`config.mk`:
```
export PLATFORM = sky130hd
export DESIGN_NAME = pipe_separated_cell_tokenizer_flat
export DESIGN_NICKNAME = d
export VERILOG_FILES = /design/src/sv/psct_pkg.sv /design/src/sv/psct_if.sv /design/src/sv/psct_blank_buf.sv /design/src/sv/psct_lexer.sv /design/src/sv/pipe_separated_cell_tokenizer.sv /design/src/flat_wrapper.sv
export SDC_FILE = /design/constraint.sdc
export NUM_CORES = 1
export LEC_CHECK = 0
export BUFFER_PORTS_ARGS = -buffer_cell sky130_fd_sc_hd__buf_2
export CORE_UTILIZATION = 35
export DETAILED_ROUTE_END_ITERATION = 8
export GPL_TIMING_DRIVEN = 0
export HOLD_SLACK_MARGIN = 0.05
export REMOVE_ABC_BUFFERS = 1
export SLEW_MARGIN = 10
export SYNTH_ARGS = -nofsm -noshare
export SYNTH_HDL_FRONTEND = slang
export SYNTH_HIERARCHICAL = 1
export SYNTH_SLANG_ARGS = --single-unit
```
`constraint.sdc`:
```
create_clock -name clk -period 3.7 [get_ports clk]
set_input_delay 0.37 -clock clk [delete_from_list [all_inputs] [get_ports clk]]
set_output_delay 0.37 -clock clk [all_outputs]
set_load 0.01 [all_outputs]
```
`src/sv/psct_pkg.sv`:
```
`timescale 1ns / 1ps
// Shared types, constants and character classes of the pipe-separated cell tokenizer.
package psct_pkg;

  localparam int unsigned BLANK_BUFFER_DEPTH = 16;
  localparam int unsigned CNT_W = $clog2(BLANK_BUFFER_DEPTH + 1);
  localparam int unsigned IDX_W = (BLANK_BUFFER_DEPTH > 1) ? $clog2(BLANK_BUFFER_DEPTH) : 1;

  localparam logic [7:0] CH_PIPE   = 8'h7C;
  localparam logic [7:0] CH_QUOTE  = 8'h22;
  localparam logic [7:0] CH_SEMI   = 8'h3B;
  localparam logic [7:0] CH_LBRACK = 8'h5B;
  localparam logic [7:0] CH_CR     = 8'h0D;
  localparam logic [7:0] CH_LF     = 8'h0A;
  localparam logic [7:0] CH_TAB    = 8'h09;
  localparam logic [7:0] CH_VT     = 8'h0B;
  localparam logic [7:0] CH_FF     = 8'h0C;
  localparam logic [7:0] CH_SPACE  = 8'h20;

  typedef enum logic [1:0] {
    K_CONTENT = 2'd0,
    K_CELL    = 2'd1,
    K_ROW     = 2'd2,
    K_ERROR   = 2'd3
  } kind_t;

  typedef enum logic [1:0] {
    ERR_UNCLOSED = 2'd0,
    ERR_JUNK     = 2'd1,
    ERR_OVERFLOW = 2'd2
  } err_t;

  typedef enum logic [9:0] {
    M_FILE_START  = 10'b00_0000_0001,
    M_LINE_START  = 10'b00_0000_0010,
    M_LEAD_BLANK  = 10'b00_0000_0100,
    M_HEADER      = 10'b00_0000_1000,
    M_COMMENT     = 10'b00_0001_0000,
    M_CELL_START  = 10'b00_0010_0000,
    M_UNQUOTED    = 10'b00_0100_0000,
    M_QUOTED      = 10'b00_1000_0000,
    M_QUOTE_SEEN  = 10'b01_0000_0000,
    M_AFTER_QUOTE = 10'b10_0000_0000
  } mode_t;

  typedef enum logic [3:0] {
    SQ_IDLE  = 4'b0001,
    SQ_FLUSH = 4'b0010,
    SQ_MAIN  = 4'b0100,
    SQ_ROW   = 4'b1000
  } seq_t;

  // Results of one request: held blanks first, then one token, then maybe a row end.
  typedef struct packed {
    logic [CNT_W-1:0] flush_len;
    logic             has_main;
    kind_t            main_kind;
    logic [7:0]       main_byte;
    err_t             main_err;
    logic             row_end;
  } plan_t;

  // Write into the held-blank buffer.
  typedef struct packed {
    logic             en;
    logic [IDX_W-1:0] idx;
    logic [7:0]       data;
  } blank_wr_t;

  function automatic logic is_line_end(input logic [7:0] c);
    return (c inside {CH_CR, CH_LF});
  endfunction

  function automatic logic is_cell_blank(input logic [7:0] c);
    return (c inside {CH_SPACE, CH_TAB, CH_VT});
  endfunction

  function automatic logic is_lead_blank(input logic [7:0] c);
    return (c inside {CH_SPACE, CH_TAB, CH_VT, CH_FF});
  endfunction

endpackage

```
`src/sv/psct_if.sv`:
```
`timescale 1ns / 1ps
// Request and result channel interfaces of the tokenizer.
interface psct_in_if;
  logic       valid;
  logic       ready;
  logic [7:0] data_byte;
  logic       end_of_input;

  modport source (output valid, output data_byte, output end_of_input, input ready);
  modport sink   (input valid, input data_byte, input end_of_input, output ready);
endinterface

interface psct_out_if;
  logic       valid;
  logic       ready;
  logic [1:0] token_kind;
  logic [7:0] content_byte;
  logic [1:0] error_code;
  logic       last_result;

  modport source (output valid, output token_kind, output content_byte,
                  output error_code, output last_result, input ready);
  modport sink   (input valid, input token_kind, input content_byte,
                  input error_code, input last_result, output ready);
endinterface

```
`src/sv/psct_blank_buf.sv`:
```
`timescale 1ns / 1ps
// Generic RAM: one write port, one read port with registered read data.
module psct_blank_buf #(
  parameter int unsigned WIDTH  = 8,
  parameter int unsigned DEPTH  = 16,
  parameter int unsigned ADDR_W = (DEPTH > 1) ? $clog2(DEPTH) : 1
) (
  input  logic              clk,
  input  logic              wr_en,
  input  logic [ADDR_W-1:0] wr_addr,
  input  logic [WIDTH-1:0]  wr_data,
  input  logic [ADDR_W-1:0] rd_addr,
  output logic [WIDTH-1:0]  rd_data
);

  logic [WIDTH-1:0] mem_r [DEPTH];
  logic [WIDTH-1:0] rd_data_r;

  // Store on write; contents need no reset. Read data is registered and shows up in the cycle after the address.
  always_ff @(posedge clk) begin
    if (wr_en) begin
      mem_r[wr_addr] <= wr_data;
    end
    rd_data_r <= mem_r[rd_addr];
  end

  assign rd_data = rd_data_r;

endmodule

```
`src/sv/psct_lexer.sv`:
```
`timescale 1ns / 1ps
// Lexer state and per-byte decision: next mode and the results one request causes.
module psct_lexer (
  input  logic                  clk,
  input  logic                  rst_n,
  input  logic                  accept,
  input  logic [7:0]            data_byte,
  input  logic                  end_of_input,
  output psct_pkg::plan_t       plan,
  output psct_pkg::blank_wr_t   wr
);

  psct_pkg::mode_t             mode_r, mode_nxt;
  logic [psct_pkg::CNT_W-1:0]  cnt_r, cnt_nxt;
  logic                        cr_r, cr_nxt;
  logic                        halt_r, halt_nxt;
  logic                        do_cell_start;
  logic                        do_after_quote;
  logic                        do_end_row;
  logic                        wr_en;

  always_comb begin
    mode_nxt       = mode_r;
    cnt_nxt        = cnt_r;
    cr_nxt         = cr_r;
    halt_nxt       = halt_r;
    plan           = '0;
    wr_en          = 1'b0;
    wr.idx         = cnt_r[psct_pkg::IDX_W-1:0];
    wr.data        = data_byte;
    do_cell_start  = 1'b0;
    do_after_quote = 1'b0;
    do_end_row     = 1'b0;

    if (end_of_input) begin
      if (!halt_r) begin
        if (mode_r == psct_pkg::M_QUOTED) begin
          plan.has_main  = 1'b1;
          plan.main_kind = psct_pkg::K_ERROR;
          plan.main_err  = psct_pkg::ERR_UNCLOSED;
        end else if (mode_r == psct_pkg::M_CELL_START || mode_r == psct_pkg::M_UNQUOTED ||
                     mode_r == psct_pkg::M_QUOTE_SEEN || mode_r == psct_pkg::M_AFTER_QUOTE) begin
          plan.has_main  = 1'b1;
          plan.main_kind = psct_pkg::K_CELL;
          plan.row_end   = 1'b1;
        end
      end
      mode_nxt = psct_pkg::M_FILE_START;
      cnt_nxt  = '0;
      cr_nxt   = 1'b0;
      halt_nxt = 1'b0;
    end else if (halt_r) begin
      // drop every byte until end of input
    end else if (cr_r && data_byte == psct_pkg::CH_LF) begin
      cr_nxt = 1'b0;
    end else begin
      cr_nxt = 1'b0;
      case (mode_r)
        psct_pkg::M_FILE_START, psct_pkg::M_LINE_START: begin
          if (mode_r == psct_pkg::M_FILE_START && data_byte == psct_pkg::CH_LBRACK) begin
            mode_nxt = psct_pkg::M_HEADER;
          end else if (data_byte == psct_pkg::CH_SEMI) begin
            mode_nxt = psct_pkg::M_COMMENT;
          end else if (psct_pkg::is_line_end(data_byte)) begin
            cr_nxt   = (data_byte == psct_pkg::CH_CR);
            mode_nxt = psct_pkg::M_LINE_START;
          end else if (psct_pkg::is_lead_blank(data_byte)) begin
            mode_nxt = psct_pkg::M_LEAD_BLANK;
          end else begin
            do_cell_start = 1'b1;
          end
        end
        psct_pkg::M_LEAD_BLANK: begin
          if (psct_pkg::is_line_end(data_byte)) begin
            cr_nxt   = (data_byte == psct_pkg::CH_CR);
            mode_nxt = psct_pkg::M_LINE_START;
          end else if (!psct_pkg::is_lead_blank(data_byte)) begin
            do_cell_start = 1'b1;
          end
        end
        psct_pkg::M_HEADER, psct_pkg::M_COMMENT: begin
          if (psct_pkg::is_line_end(data_byte)) begin
            cr_nxt   = (data_byte == psct_pkg::CH_CR);
            mode_nxt = psct_pkg::M_LINE_START;
          end
        end
        psct_pkg::M_CELL_START: begin
          do_cell_start = 1'b1;
        end
        psct_pkg::M_UNQUOTED: begin
          if (data_byte == psct_pkg::CH_PIPE) begin
            cnt_nxt        = '0;
            plan.has_main  = 1'b1;
            plan.main_kind = psct_pkg::K_CELL;
            mode_nxt       = psct_pkg::M_CELL_START;
          end else if (psct_pkg::is_line_end(data_byte)) begin
            do_end_row = 1'b1;
          end else if (psct_pkg::is_cell_blank(data_byte)) begin
            if (cnt_r >= psct_pkg::CNT_W'(psct_pkg::BLANK_BUFFER_DEPTH)) begin
              cnt_nxt        = '0;
              plan.has_main  = 1'b1;
              plan.main_kind = psct_pkg::K_ERROR;
              plan.main_err  = psct_pkg::ERR_OVERFLOW;
              halt_nxt       = 1'b1;
            end else begin
              wr_en   = 1'b1;
              cnt_nxt = cnt_r + psct_pkg::CNT_W'(1);
            end
          end else begin
            // release held blanks ahead of the content byte
            plan.flush_len = cnt_r;
            cnt_nxt        = '0;
            plan.has_main  = 1'b1;
            plan.main_kind = psct_pkg::K_CONTENT;
            plan.main_byte = data_byte;
          end
        end
        psct_pkg::M_QUOTED: begin
          if (data_byte == psct_pkg::CH_QUOTE) begin
            mode_nxt = psct_pkg::M_QUOTE_SEEN;
          end else begin
            plan.has_main  = 1'b1;
            plan.main_kind = psct_pkg::K_CONTENT;
            plan.main_byte = data_byte;
          end
        end
        psct_pkg::M_QUOTE_SEEN: begin
          if (data_byte == psct_pkg::CH_QUOTE) begin
            plan.has_main  = 1'b1;
            plan.main_kind = psct_pkg::K_CONTENT;
            plan.main_byte = data_byte;
            mode_nxt       = psct_pkg::M_QUOTED;
          end else begin
            do_after_quote = 1'b1;
          end
        end
        psct_pkg::M_AFTER_QUOTE: begin
          do_after_quote = 1'b1;
        end
        default: begin
          mode_nxt = psct_pkg::M_LINE_START;
        end
      endcase
    end

    if (do_cell_start) begin
      cnt_nxt = '0;
      if (data_byte == psct_pkg::CH_QUOTE) begin
        mode_nxt = psct_pkg::M_QUOTED;
      end else if (data_byte == psct_pkg::CH_PIPE) begin
        plan.has_main  = 1'b1;
        plan.main_kind = psct_pkg::K_CELL;
        mode_nxt       = psct_pkg::M_CELL_START;
      end else if (psct_pkg::is_line_end(data_byte)) begin
        do_end_row = 1'b1;
      end else if (psct_pkg::is_cell_blank(data_byte)) begin
        wr_en    = 1'b1;
        wr.idx   = '0;
        cnt_nxt  = psct_pkg::CNT_W'(1);
        mode_nxt = psct_pkg::M_UNQUOTED;
      end else begin
        plan.has_main  = 1'b1;
        plan.main_kind = psct_pkg::K_CONTENT;
        plan.main_byte = data_byte;
        mode_nxt       = psct_pkg::M_UNQUOTED;
      end
    end

    if (do_after_quote) begin
      if (data_byte == psct_pkg::CH_PIPE) begin
        plan.has_main  = 1'b1;
        plan.main_kind = psct_pkg::K_CELL;
        mode_nxt       = psct_pkg::M_CELL_START;
      end else if (psct_pkg::is_line_end(data_byte)) begin
        do_end_row = 1'b1;
      end else if (psct_pkg::is_cell_blank(data_byte)) begin
        mode_nxt = psct_pkg::M_AFTER_QUOTE;
      end else begin
        plan.has_main  = 1'b1;
        plan.main_kind = psct_pkg::K_ERROR;
        plan.main_err  = psct_pkg::ERR_JUNK;
        halt_nxt       = 1'b1;
      end
    end

    if (do_end_row) begin
      cnt_nxt        = '0;
      plan.has_main  = 1'b1;
      plan.main_kind = psct_pkg::K_CELL;
      plan.row_end   = 1'b1;
      cr_nxt         = (data_byte == psct_pkg::CH_CR);
      mode_nxt       = psct_pkg::M_LINE_START;
    end

    wr.en = wr_en && accept;
  end

  always_ff @(posedge clk) begin
    if (!rst_n) begin
      mode_r <= psct_pkg::M_FILE_START;
      cnt_r  <= '0;
      cr_r   <= 1'b0;
      halt_r <= 1'b0;
    end else if (accept) begin
      mode_r <= mode_nxt;
      cnt_r  <= cnt_nxt;
      cr_r   <= cr_nxt;
      halt_r <= halt_nxt;
    end
  end

endmodule

```
`src/sv/pipe_separated_cell_tokenizer.sv`:
```
`timescale 1ns / 1ps
// Top level of the pipe-separated cell tokenizer: lexer, blank buffer and result sequencer.
//
// Each request carries one text byte or an end-of-input mark; the block answers with
// a stream of tokens (content byte, cell end, row end, error), the last token of a
// request flagged by last_result. Header, comment and blank lines and leading blanks
// are skipped, quoted cells unescape doubled quotes, and trailing blanks of unquoted
// cells are held in a buffer of BLANK_BUFFER_DEPTH entries and released only when
// more content follows. The block takes one request at a time: the result sequencer
// moves one token per cycle into the output register while the result side keeps
// ready high (held blanks go out first, read one per cycle from the blank buffer,
// then the main token and any row end). The output register lets the next request
// in while the final token still waits to be taken. After an error the block drops
// bytes without results until end of input.
module pipe_separated_cell_tokenizer (
  input  logic             clk,
  input  logic             rst_n,
  psct_in_if.sink          in_ch,
  psct_out_if.source       out_ch
);

  psct_pkg::plan_t             plan;
  psct_pkg::plan_t             plan_r;
  psct_pkg::blank_wr_t         blank_wr;
  psct_pkg::seq_t              seq_r, seq_nxt;
  logic [psct_pkg::CNT_W-1:0]  flush_idx_r, flush_idx_nxt;
  logic [7:0]                  blank_rd;
  logic                        accept;
  logic                        can_load;
  logic                        load;
  psct_pkg::kind_t             ld_kind;
  logic [7:0]                  ld_byte;
  psct_pkg::err_t              ld_err;
  logic                        ld_last;

  logic                        out_valid_r;
  psct_pkg::kind_t             out_kind_r;
  logic [7:0]                  out_byte_r;
  psct_pkg::err_t              out_err_r;
  logic                        out_last_r;

  // Take a request only while the sequencer has nothing left to emit.
  assign in_ch.ready = (seq_r == psct_pkg::SQ_IDLE);
  assign accept      = in_ch.valid && in_ch.ready;
  assign can_load    = !out_valid_r || out_ch.ready;

  psct_lexer u_lexer (
    .clk          (clk),
    .rst_n        (rst_n),
    .accept       (accept),
    .data_byte    (in_ch.data_byte),
    .end_of_input (in_ch.end_of_input),
    .plan         (plan),
    .wr           (blank_wr)
  );

  // Address the buffer with the next flush index, so the blank at flush_idx_r
  // is already on blank_rd while the sequencer sits on it.
  psct_blank_buf #(
    .WIDTH  (8),
    .DEPTH  (psct_pkg::BLANK_BUFFER_DEPTH),
    .ADDR_W (psct_pkg::IDX_W)
  ) u_blank_buf (
    .clk     (clk),
    .wr_en   (blank_wr.en),
    .wr_addr (blank_wr.idx),
    .wr_data (blank_wr.data),
    .rd_addr (flush_idx_nxt[psct_pkg::IDX_W-1:0]),
    .rd_data (blank_rd)
  );

  // Result sequencer: flush held blanks, then the main token, then a row end.
  always_comb begin
    seq_nxt       = seq_r;
    flush_idx_nxt = flush_idx_r;
    load          = 1'b0;
    ld_kind       = psct_pkg::K_CONTENT;
    ld_byte       = '0;
    ld_err        = psct_pkg::ERR_UNCLOSED;
    ld_last       = 1'b0;
    case (seq_r)
      psct_pkg::SQ_IDLE: begin
        if (accept) begin
          flush_idx_nxt = '0;
          if (plan.flush_len != '0) begin
            seq_nxt = psct_pkg::SQ_FLUSH;
          end else if (plan.has_main) begin
            seq_nxt = psct_pkg::SQ_MAIN;
          end
        end
      end
      psct_pkg::SQ_FLUSH: begin
        if (can_load) begin
          load          = 1'b1;
          ld_byte       = blank_rd;
          flush_idx_nxt = flush_idx_r + psct_pkg::CNT_W'(1);
          if (flush_idx_nxt == plan_r.flush_len) begin
            seq_nxt = psct_pkg::SQ_MAIN;
          end
        end
      end
      psct_pkg::SQ_MAIN: begin
        if (can_load) begin
          load    = 1'b1;
          ld_kind = plan_r.main_kind;
          ld_byte = (plan_r.main_kind == psct_pkg::K_CONTENT) ? plan_r.main_byte : 8'h00;
          ld_err  = (plan_r.main_kind == psct_pkg::K_ERROR) ? plan_r.main_err
                                                             : psct_pkg::ERR_UNCLOSED;
          ld_last = !plan_r.row_end;
          seq_nxt = plan_r.row_end ? psct_pkg::SQ_ROW : psct_pkg::SQ_IDLE;
        end
      end
      psct_pkg::SQ_ROW: begin
        if (can_load) begin
          load    = 1'b1;
          ld_kind = psct_pkg::K_ROW;
          ld_last = 1'b1;
          seq_nxt = psct_pkg::SQ_IDLE;
        end
      end
      default: begin
        seq_nxt = psct_pkg::SQ_IDLE;
      end
    endcase
  end

  always_ff @(posedge clk) begin
    if (!rst_n) begin
      seq_r <= psct_pkg::SQ_IDLE;
    end else begin
      seq_r <= seq_nxt;
    end
  end

  // Hold the plan and flush position of the request in progress.
  always_ff @(posedge clk) begin
    flush_idx_r <= flush_idx_nxt;
    if (accept) begin
      plan_r <= plan;
    end
  end

  // Output register: advance when empty or taken, else hold.
  always_ff @(posedge clk) begin
    if (!rst_n) begin
      out_valid_r <= 1'b0;
    end else if (load) begin
      out_valid_r <= 1'b1;
    end else if (out_ch.ready) begin
      out_valid_r <= 1'b0;
    end
  end

  always_ff @(posedge clk) begin
    if (load) begin
      out_kind_r <= ld_kind;
      out_byte_r <= ld_byte;
      out_err_r  <= ld_err;
      out_last_r <= ld_last;
    end
  end

  assign out_ch.valid        = out_valid_r;
  assign out_ch.token_kind   = out_kind_r;
  assign out_ch.content_byte = out_byte_r;
  assign out_ch.error_code   = out_err_r;
  assign out_ch.last_result  = out_last_r;

`ifndef ASSERT_OFF
  // A new request arrives only once the previous one has shown its final token.
  a_accept_after_last: assert property (@(posedge clk) disable iff (!rst_n)
    accept |-> (!out_valid_r || out_last_r))
    else $error("request accepted while earlier results still pending");

  // The flush index stays inside the run of held blanks.
  a_flush_in_range: assert property (@(posedge clk) disable iff (!rst_n)
    (seq_r == psct_pkg::SQ_FLUSH) |-> (flush_idx_r < plan_r.flush_len))
    else $error("blank flush index out of range");

  // A row end always closes its request.
  a_row_is_last: assert property (@(posedge clk) disable iff (!rst_n)
    (out_valid_r && out_kind_r == psct_pkg::K_ROW) |-> out_last_r)
    else $error("row end not flagged as final result");

  // A loaded token that is not last is followed by another token of the same request.
  a_more_after_not_last: assert property (@(posedge clk) disable iff (!rst_n)
    (load && !ld_last) |=> (seq_r != psct_pkg::SQ_IDLE))
    else $error("sequencer went idle after a non-final token");
`endif

endmodule

```
`src/flat_wrapper.sv`:
```
// flat-port wrapper written by rule: the top's interface ports become plain ports
module pipe_separated_cell_tokenizer_flat 
  (clk, rst_n, in_ch_valid, in_ch_data_byte, in_ch_end_of_input, in_ch_ready, out_ch_valid, out_ch_token_kind, out_ch_content_byte, out_ch_error_code, out_ch_last_result, out_ch_ready);
  psct_in_if in_ch_i ();
  psct_out_if out_ch_i ();
  input  logic clk;
  input  logic rst_n;
  input wire logic [$bits(in_ch_i.valid)-1:0] in_ch_valid;
  input wire logic [$bits(in_ch_i.data_byte)-1:0] in_ch_data_byte;
  input wire logic [$bits(in_ch_i.end_of_input)-1:0] in_ch_end_of_input;
  output wire logic [$bits(in_ch_i.ready)-1:0] in_ch_ready;
  output wire logic [$bits(out_ch_i.valid)-1:0] out_ch_valid;
  output wire logic [$bits(out_ch_i.token_kind)-1:0] out_ch_token_kind;
  output wire logic [$bits(out_ch_i.content_byte)-1:0] out_ch_content_byte;
  output wire logic [$bits(out_ch_i.error_code)-1:0] out_ch_error_code;
  output wire logic [$bits(out_ch_i.last_result)-1:0] out_ch_last_result;
  input wire logic [$bits(out_ch_i.ready)-1:0] out_ch_ready;
  assign in_ch_i.valid = in_ch_valid;
  assign in_ch_i.data_byte = in_ch_data_byte;
  assign in_ch_i.end_of_input = in_ch_end_of_input;
  assign in_ch_ready = in_ch_i.ready;
  assign out_ch_valid = out_ch_i.valid;
  assign out_ch_token_kind = out_ch_i.token_kind;
  assign out_ch_content_byte = out_ch_i.content_byte;
  assign out_ch_error_code = out_ch_i.error_code;
  assign out_ch_last_result = out_ch_i.last_result;
  assign out_ch_i.ready = out_ch_ready;
  pipe_separated_cell_tokenizer u_core (.clk(clk), .rst_n(rst_n), .in_ch(in_ch_i), .out_ch(out_ch_i));
endmodule
```
==> results of run 1 <==
==> kinds of logic after synthesis <==
| group | count (synthesis) | share of synthesized area (%) |
|---|---|---|
| adders and majority gates | 3 | 0.411 |
| and+or+nand+nor | 217 | 14.3 |
| muxes | 34 | 8.69 |
| DFF | 194 | 60.1 |
| AOI/OAI and AO/OA | 146 | 11.8 |
| buffers and inverters | 51 | 3.19 |
| xor gates and xnor gates | 14 | 1.49 |
==> state kept, by name, summed over array words and instances, names as in the netlist <==
| signal | flops |
|---|---|
| u_core/flush_idx_r | 5 |
| u_core/out_ch.content_byte | 8 |
| u_core/out_ch.error_code | 2 |
| u_core/out_ch.last_result | 1 |
| u_core/out_ch.token_kind | 2 |
| u_core/out_ch.valid | 1 |
| u_core/plan_r | 18 |
| u_core/seq_r | 4 |
| u_core/u_blank_buf/mem_r | 128 |
| u_core/u_blank_buf/rd_data | 8 |
| u_core/u_lexer/cnt_r | 5 |
| u_core/u_lexer/cr_r | 1 |
| u_core/u_lexer/halt_r | 1 |
| u_core/u_lexer/mode_r | 10 |
==> timing repair <==
item / in CTS / in global routing
buffers inserted: 1 / 0
gates resized for setup: 20 / 17
setup endpoints to repair: 125 / 129
pin swaps: 1 / 2
cloned: 0 / 1
==> critical path, cell delays in order, from the launching register on <==
cell and delay, ns:
dfxtp_1 0.61, nor4b_4 0.14, and2_1 0.32, nor2_1 0.34, nand2_1 0.15, o21ai_4 0.29
buf_16 0.23, buf_16 0.16, mux4_1 0.59, a22oi_1 0.44, nand2_1 0.09
==> final timing paths <==
path | slack, ns | to | cells after the start
min reg2reg | 0.45 | u_core/u_lexer/cr_r | 2
max | 0.18 | u_core/u_blank_buf/rd_data[0] | 10
min | 0.32 | u_core/seq_r[0] | 4
max reg2reg | 0.18 | u_core/u_blank_buf/rd_data[0] | 10
==> routing by layer <==
layer | wire length (um) | vias to the layer above | GRT usage (%)
li1 | - | 2641 | -
met3 | 996 | 24 | 3.05
met4 | 305 | 0 | 4.84
met2 | 9970 | 163 | 25.6
met5 | 0 | - | 0
met1 | 9240 | 2882 | 21.3
==> layout by cell type, fill, tap and decap left out, types with 16 or more instances in the layout <==
master | netlist | layout
a21oi_1 | 21 | 21
a22oi_1 | 16 | 16
and2_1 | 17 | 16
buf_2 | 11 | 27
clkbuf_16 | 0 | 17
dfxtp_1 | 34 | 34
edfxtp_1 | 160 | 160
mux4_2 | 18 | 18
nand2_1 | 42 | 42
nor2_1 | 41 | 26
nor3_1 | 22 | 18
o21ai_0 | 23 | 23
==> cell type report <==
class | instances | area (um^2)
multi-input combinational | 415 | 3540
tap | 330 | 413
sequential | 194 | 5490
clock inverter | 15 | 123
inverter | 12 | 45.0
clock buffer | 17 | 425
timing repair buffer | 31 | 230
fill | 2367 | 15100
==> power breakdown <==
| part | leakage (uW) | switching [uW] | internal [uW] | total [uW] |
|---|---|---|---|---|
| combinational | 0.00133 | 567 | 309 | 876 |
| clock | 0.000272 | 837 | 878 | 1720 |
| sequential | 0.00173 | 109 | 2490 | 2600 |
| total | 0.00333 | 1510 | 3680 | 5190 |
==> stage by stage <==
stage	TNS [ns]	hold slack (ns)	setup WS (ns)	power [uW]
detailed placement	-36.63	0.442	-0.732	3470
floorplan	-4.25	0.427	-0.545	3210
CTS	0	0.293	0.00496	5190
global route	0	0.357	0.0194	5410
global placement	-57.17	0.437	-2.23	3460
finish	0	0.317	0.181	5190
==> out/metrics.csv, run 1 <==
metric,value,unit
Cell Pwr Density,506,nW/um^2
Synth area leader,edfxtp_1,
# hold bufs at CTS,0,
synthesized area,9130,um^2
share of layout cells above drive strength 1,20.6,%
"Hold Vio Cnt, Final",0,
Non-Filler Instances,1014,
"top cells by area, synth","edfxtp_1, dfxtp_1, mux4_2, mux4_1, nand2_1",
fraction of registers with async set/reset,0,%
Final Max Slew Viols,0,
Inserted Diodes,0,
leakage power,0.00333,uW
first-pass GRT wire length,31500,um
Syn Inst Count,659,
CTS tree,yes,
Yosys warning count,6,
critical path type,register to register,
Max Cap Viol,0,
gr usage total,15.8,%
ys flop type,edfxtp_1,
via count of the first global-routing pass,5479,
Root Buffer,clkbuf_16,
syn avg cell area,13.9,um^2
Yosys cell types,92,
period utilization,95.1,%
Die Footprint,26700,um^2
num rows,58,
Initial DRC Count,503,
RSZ-0062 raised after global routing,false,
die height,164,um
CTS buffer count,17,
Vias,5710,
GP Congestion,0.867,
final instance area,10300,um^2
total grt overflow,0,
RR Startpoint,u_core/seq_r[2],
IO Port Bufs,27,
relative slew slack,31.6,%
Peak Freq,0.284,GHz
Cells after DPL,980,
register bit count reported by yosys,194,
io pins,28,
CTS Buffer Depth,2,
Tmin final,3.52,ns
Area Overhead vs Synth,12.4,%
Area after DPL,9530,um^2
CP startpoint kind,register,
top cell type's share of synthesized area,52.6,%
Clock Sinks,194,
number of routed nets with antenna violations,0,
crit path launch,u_core/seq_r[2],
Post-route DRC,0,
arrival time worst endpoint,3.82,ns
register area share after synthesis,60.1,%
Post-synth EDFFs,160,
H-Tree Level Count,4,
Slew @ Worst Pin,1.02,ns
status,completed,
fin util,40.4,%
maximum resistive drop on vdd,0.373,mV
DPL Wire Length,13400,um
initial antenna violation count,0,
Starting Density,35.9,%
wire length per cell,20.2,um
die width,164,um
Via density,5.63,
Placeable Area,25400,um^2
clk_lat worst skew,0.43,ns
hold wc startpoint,in_ch_valid,
Initial DRT Pass Iterations,5,
largest net degree at the start of global routing,35,
worst min path class,input pin to register,
Critical Path RT,4.00,ns
endpoint class of the critical path,register,
DRT Wirelength,20500,um
Final #Nets,687,
most common cell in the netlist,edfxtp_1,
count of final setup violators,0,
maximum fanout along the worst path,13,
top post-synthesis cells by count,"edfxtp_1, nand2_1, nor2_1, dfxtp_1, o21ai_0",
Worst-path clk slew,0.07,ns
final clock skew,0.0142,ns
(Power assumes the default switching activity.)
==> inputs of run 2 (changes only) <==
- SETUP_SLACK_MARGIN: not set -> 0.3
- clock period: 3.7 -> 3.25 ns (I/O delays scaled with it)
==> run 2 against run 1 <==
Effect of this change:
- flip-flop and latch count stayed put
- register-to-register slack improved by 0.18 ns
- first-iteration DRC count up 1.2%
- hold slack worse by 0.051 ns
- critical path type is now input pin to register
- combinational power grew 37%
- total power is 18% higher
- via count up 2.3%
- non-clock buffer count up 27
- die area unchanged
- sequential share of layout area decreased by 2.3 points
==> out/metrics.csv, run 2 (same netlist as run 1, synthesis figures left out) <==
metric,value,unit,change
Area Overhead vs Synth,17.9,%,was 12.4%
H-Tree Level Count,4,,unchanged
Critical Path RT,3.36,ns,was 4.00 ns
Peak Freq,0.344,GHz,
arrival time worst endpoint,3.01,ns,was 3.82 ns
critical path type,input pin to register,,was register to register
share of layout cells above drive strength 1,28.3,%,was 20.6%
Largest Register,u_core/u_blank_buf/mem_r,,unchanged
Post-route DRC,0,,unchanged
Root Buffer,clkbuf_16,,unchanged
Worst-path clk slew,0.07,ns,about the same
DPL Wire Length,13400,um,unchanged
Inserted Diodes,0,,unchanged
Slew @ Worst Pin,1.04,ns,was 1.02 ns
die height,164,um,unchanged
largest net degree at the start of global routing,31,,was 35
"Hold Vio Cnt, Final",0,,unchanged
power consumption,6120,uW,was 5190 uW
maximum fanout along the worst path,24,,was 13
"commonest non-fill, non-tap cell in the layout",edfxtp_1,,unchanged
io pins,28,,unchanged
FILL cells,2302,,"was 2,367"
endpoint class of the critical path,register,,unchanged
leakage power,0.00354,uW,was 0.00333 uW
num rows,58,,unchanged
max reg flops,128,,unchanged
first-pass GRT wire length,32500,um,"was 31,500 um"
count of final setup violators,0,,unchanged
GP Congestion,0.867,,unchanged
via count of the first global-routing pass,5638,,"was 5,479"
die width,164,um,unchanged
Via density,5.61,,was 5.63
Die Footprint,26700,um^2,unchanged
final clock skew,0.0149,ns,was 0.0142 ns
Tmin final,2.91,ns,
CTS Buffer Depth,2,,unchanged
Cell Pwr Density,568,nW/um^2,was 506 nW/um^2
met3 wire len,1090,um,was 996 um
gr usage total,16.3,%,was 15.8%
clk_lat worst skew,0.43,ns,about the same
DRT Wirelength,21500,um,"was 20,500 um"
status,completed,,unchanged
Final #Nets,714,,was 687
total grt overflow,0,,unchanged
Initial DRT Pass Iterations,5,,unchanged
"commonest cells after routing, fill and taps aside","edfxtp_1, nand2_1, nor2_1",,"was edfxtp_1, nand2_1, dfxtp_1"
RSZ-0062 raised after global routing,true,,was false
Initial DRC Count,509,,was 503
worst min path class,input pin to register,,unchanged
CP startpoint kind,input pin,,was register
CTS buffer count,17,,unchanged
Vias,5844,,"was 5,710"
Clock Sinks,194,,unchanged
CTS tree,yes,,unchanged
top routing layer used,met4,,unchanged
number of routed nets with antenna violations,0,,unchanged
met2 wire length,10600,um,was 9970 um
Final Max Slew Viols,0,,unchanged
Placeable Area,25400,um^2,unchanged
Starting Density,35.9,%,unchanged
met1 WL,9430,um,was 9240 um
maximum resistive drop on vdd,0.416,mV,was 0.373 mV
Max Cap Viol,0,,unchanged
wire length per cell,20.6,um,was 20.2 um
period utilization,89.5,%,
multi-input logic area,3700,um^2,was 3540 um^2
initial antenna violation count,0,,unchanged
Storage cell area,5510,um^2,was 5490 um^2
relative slew slack,30.3,%,was 31.6%
IO Port Bufs,27,,unchanged
top flop regs,"u_core/u_blank_buf/mem_r x128, u_core/plan_r x18, u_core/u_lexer/mode_r x10",,unchanged
Final TNS setup,0,ns,unchanged
run 2: cell types whose count changed in the layout (fill, tap and decap cells not counted), sizes merged:
| cell | previous run | this run |
|---|---|---|
| clkbuf | 17 | 20 |
| buf | 31 | 55 |
run 2: path summary, 6_finish.rpt:
check / startpoint / end / slack, ns / cells after the start
worst min-delay path: in_ch_valid / u_core/seq_r[0] / 0.27 / 4
worst max-delay path: in_ch_data_byte[5] / u_core/u_blank_buf/mem_r[7][4] / 0.34 / 10
worst min register to register: u_core/u_lexer/cr_r / u_core/u_lexer/cr_r / 0.45 / 2
worst max register to register: u_core/u_lexer/mode_r[1] / u_core/u_blank_buf/mem_r[0][0] / 0.36 / 10
run 2: area by class of cell:
| cell class | count | share of cell area, % |
|---|---|---|
| sequential | 194 | 51.2 |
| inverter | 12 | 0.419 |
| timing repair buffer | 58 | 5.03 |
| clock inverter | 15 | 1.14 |
| multi-input combinational | 415 | 34.4 |
| clock buffer | 17 | 3.95 |
| tap | 330 | 3.84 |
run 2: where the power goes:
| part | switching, uW | leakage [uW] | internal [uW] |
|---|---|---|---|
| combinational | 722 | 0.00153 | 481 |
| clock | 955 | 0.000272 | 1000 |
| sequential | 117 | 0.00174 | 2840 |
| total | 1790 | 0.00354 | 4320 |
run 2: critical path: stages:
cell and delay [ns]:
clkbuf_4 0.25, or4b_4 0.64, a211oi_2 0.23, nor2_1 0.12
a21o_2 0.24, nand2_2 0.11, nor2_4 0.08, nor2_4 0.32
nand2_1 0.33, nor2_4 0.36
run 2: stage by stage:
step	util (%)	instance area, um^2	std cells	hold slack (ns)	setup WS (ns)
after floorplan	-	8880	620	0.424	-0.995
after global placement	37.1	9430	977	0.437	-2.68
after detailed placement	37.5	9530	980	0.442	-1.14
after CTS	41.3	10500	1026	0.265	0.306
after global routing	42.4	10800	1041	0.292	0.256
final	42.4	10800	1041	0.266	0.343
run 2: repair_timing:
item	in CTS	in global routing
buffers inserted	13	15
setup endpoints to repair	149	140
gates cloned	1	0
hold buffers	0	0
gates resized for setup	73	28
hold endpoints to repair	0	0
pin swaps	13	12
run 2: metal layers:
metal  track usage, %  up-vias
met1             21.3     2930
li1                 -     2708
met4             5.13        0
met2             27.1      181
met5                0        -
met3             3.10       25
==> inputs of run 3 (changes only) <==
- clock period: 3.25 -> 3.75 ns (I/O delays scaled with it)
==> run 3 against run 2 <==
Effect of this change:
- die area unchanged
- routed wire length decreased by 3.8%
- count of clock-buffer cells in the layout stayed put
- hold slack improved by 0.066 ns
- critical path type is now register to register
==> out/metrics.csv, run 3 (same netlist as run 1, synthesis figures left out) <==
metric,value,unit,change
Starting Density,35.9,%,unchanged
Initial DRC Count,459,,was 509
critical path type,register to register,,was input pin to register
met1 WL,9280,um,was 9430 um
pre-CTS WS,-0.687,ns,was -1.14 ns
crit path cell chain,nor4_1 > nand3_2 > o21ai_1 > a21o_2 > and2_2 > o211a_1 > nand3_1 > nor3_2,,was clkbuf_4 > or4b_4 > a211oi_2 > nor2_1 > a21o_2 > nand2_2 > nor2_4 > nor2_4 > nand2_1 > nor2_4
H-Tree Level Count,4,,unchanged
Max Cap Viol,0,,unchanged
gr usage total,15.9,%,was 16.3%
"commonest cells after routing, fill and taps aside","edfxtp_1, nand2_1, dfxtp_1",,"was edfxtp_1, nand2_1, nor2_1"
arrival time worst endpoint,3.40,ns,was 3.01 ns
Max stage delay on crit path,0.61,ns,was 0.64 ns
Worst Path Buf+Inv,0,,was 1
Cell Pwr Density,500,nW/um^2,was 568 nW/um^2
CTS buffer count,17,,unchanged
Clock Sinks,194,,unchanged
Largest Register,u_core/u_blank_buf/mem_r,,unchanged
first-pass GRT wire length,31800,um,"was 32,500 um"
io pins,28,,unchanged
Post-route DRC,0,,unchanged
Initial DRT Pass Iterations,5,,unchanged
share of layout cells above drive strength 1,21.4,%,was 28.3%
wire length per cell,20.3,um,was 20.6 um
CP startpoint kind,register,,was input pin
die height,164,um,unchanged
Final WS setup,0.412,ns,was 0.343 ns
Die Footprint,26700,um^2,unchanged
# hold bufs at CTS,0,,unchanged
"commonest non-fill, non-tap cell in the layout",edfxtp_1,,unchanged
initial antenna violation count,0,,unchanged
Vias,5729,,"was 5,844"
maximum resistive drop on vdd,0.356,mV,was 0.416 mV
top flop regs,"u_core/u_blank_buf/mem_r x128, u_core/plan_r x18, u_core/u_lexer/mode_r x10",,unchanged
met3 wire len,1100,um,was 1090 um
"Hold Vio Cnt, Final",0,,unchanged
IO Port Bufs,27,,unchanged
Critical Path Slowest Stage Cell,nor3_2,,was or4b_4
status,completed,,unchanged
Inserted Diodes,0,,unchanged
Placeable Area,25400,um^2,unchanged
GP Congestion,0.867,,unchanged
worst min path class,input pin to register,,unchanged
Area Overhead vs Synth,12.3,%,was 17.9%
DPL Wire Length,13400,um,unchanged
Root Buffer,clkbuf_16,,unchanged
period utilization,89.0,%,
Critical Path RT,3.81,ns,was 3.36 ns
Peak Freq,0.300,GHz,
RSZ-0062 raised after global routing,true,,unchanged
die width,164,um,unchanged
final clock skew,0.0141,ns,was 0.0149 ns
Hold WS,0.332,ns,was 0.266 ns
fin util,40.4,%,was 42.4%
met2 wire length,9980,um,"was 10,600 um"
Worst-path clk slew,0.07,ns,about the same
via count of the first global-routing pass,5514,,"was 5,638"
Final Max Slew Viols,0,,unchanged
Via density,5.64,,was 5.61
"Largest delay share family, worst path",simple AND/OR/NAND/NOR gates,,unchanged
leakage power,0.00336,uW,was 0.00354 uW
maximum fanout along the worst path,10,,was 24
Tmin final,3.34,ns,
number of routed nets with antenna violations,0,,unchanged
Final #Nets,689,,was 714
max reg flops,128,,unchanged
DRT Wirelength,20700,um,"was 21,500 um"
endpoint class of the critical path,register,,unchanged
largest net degree at the start of global routing,31,,unchanged
relative slew slack,30.5,%,was 30.3%
CTS Buffer Depth,2,,unchanged
num rows,58,,unchanged
CTS tree,yes,,unchanged
Slew @ Worst Pin,1.04,ns,about the same
top routing layer used,met4,,unchanged
total grt overflow,0,,unchanged
clk_lat worst skew,0.43,ns,about the same
count of final setup violators,0,,unchanged
-- run 3: cell types whose count changed in the layout (fill, tap and decap cells not counted), sizes merged --
| cell | before | now |
|---|---|---|
| buf | 55 | 33 |
| clkbuf | 20 | 17 |
-- run 3: cell type report --
| cell class | instances | area, um^2 |
|---|---|---|
| Clock buffer | 17 | 425 |
| Inverter | 12 | 45.0 |
| Timing Repair Buffer | 33 | 245 |
| Multi-Input combinational cell | 415 | 3520 |
| Clock inverter | 15 | 123 |
| Tap cell | 330 | 413 |
| Sequential cell | 194 | 5490 |
| Fill cell | 2362 | 15100 |
-- run 3: power breakdown --
part	switching (uW)	internal (uW)
Combinational	558	307
Clock	826	866
Sequential	108	2460
-- run 3: worst reg2reg max path: stages, from the launching register on --
cell     delay (ns)
dfxtp_1        0.45
nor4_1         0.46
nand3_2        0.20
o21ai_1        0.23
a21o_2         0.26
and2_2         0.25
o211a_1        0.28
nand3_1        0.23
nor3_2         0.61
-- run 3: worst paths after layout --
| kind | slack, ns | depth (start not counted) | start | endpoint |
|---|---|---|---|---|
| worst min register to register | 0.45 | 2 | u_core/u_lexer/cr_r | u_core/u_lexer/cr_r |
| worst min-delay path | 0.33 | 4 | in_ch_valid | u_core/seq_r[0] |
| worst max-delay path | 0.41 | 8 | u_core/u_lexer/mode_r[7] | u_core/u_blank_buf/mem_r[12][3] |
| worst max register to register | 0.41 | 8 | u_core/u_lexer/mode_r[7] | u_core/u_blank_buf/mem_r[12][3] |
-- run 3: timing repair --
action	4_1_cts	5_1_grt
endpoints found under the setup margin	140	132
gates cloned	1	0
pin swaps	4	1
buffers inserted	3	0
endpoints found under the hold margin	0	0
resized for setup	30	8
-- run 3: metrics by stage --
step | TNS [ns] | area [um^2] | total power, uW | instances
6_report | 0 | 10300 | 5130 | 1016
5_1_grt | 0 | 10300 | 5350 | 1016
4_1_cts | 0 | 10200 | 5150 | 1016
3_5_place_dp | -30.85 | 9530 | 3420 | 980
3_3_place_gp | -50.78 | 9430 | 3410 | 977
2_1_floorplan | -3.85 | 8880 | 3160 | 620
-- run 3: metal layers --
layer	vias to the layer above	global-route usage, %
met5	-	0
met1	2864	21.4
li1	2654	-
met2	188	26.0
met3	23	3.12
met4	0	4.92
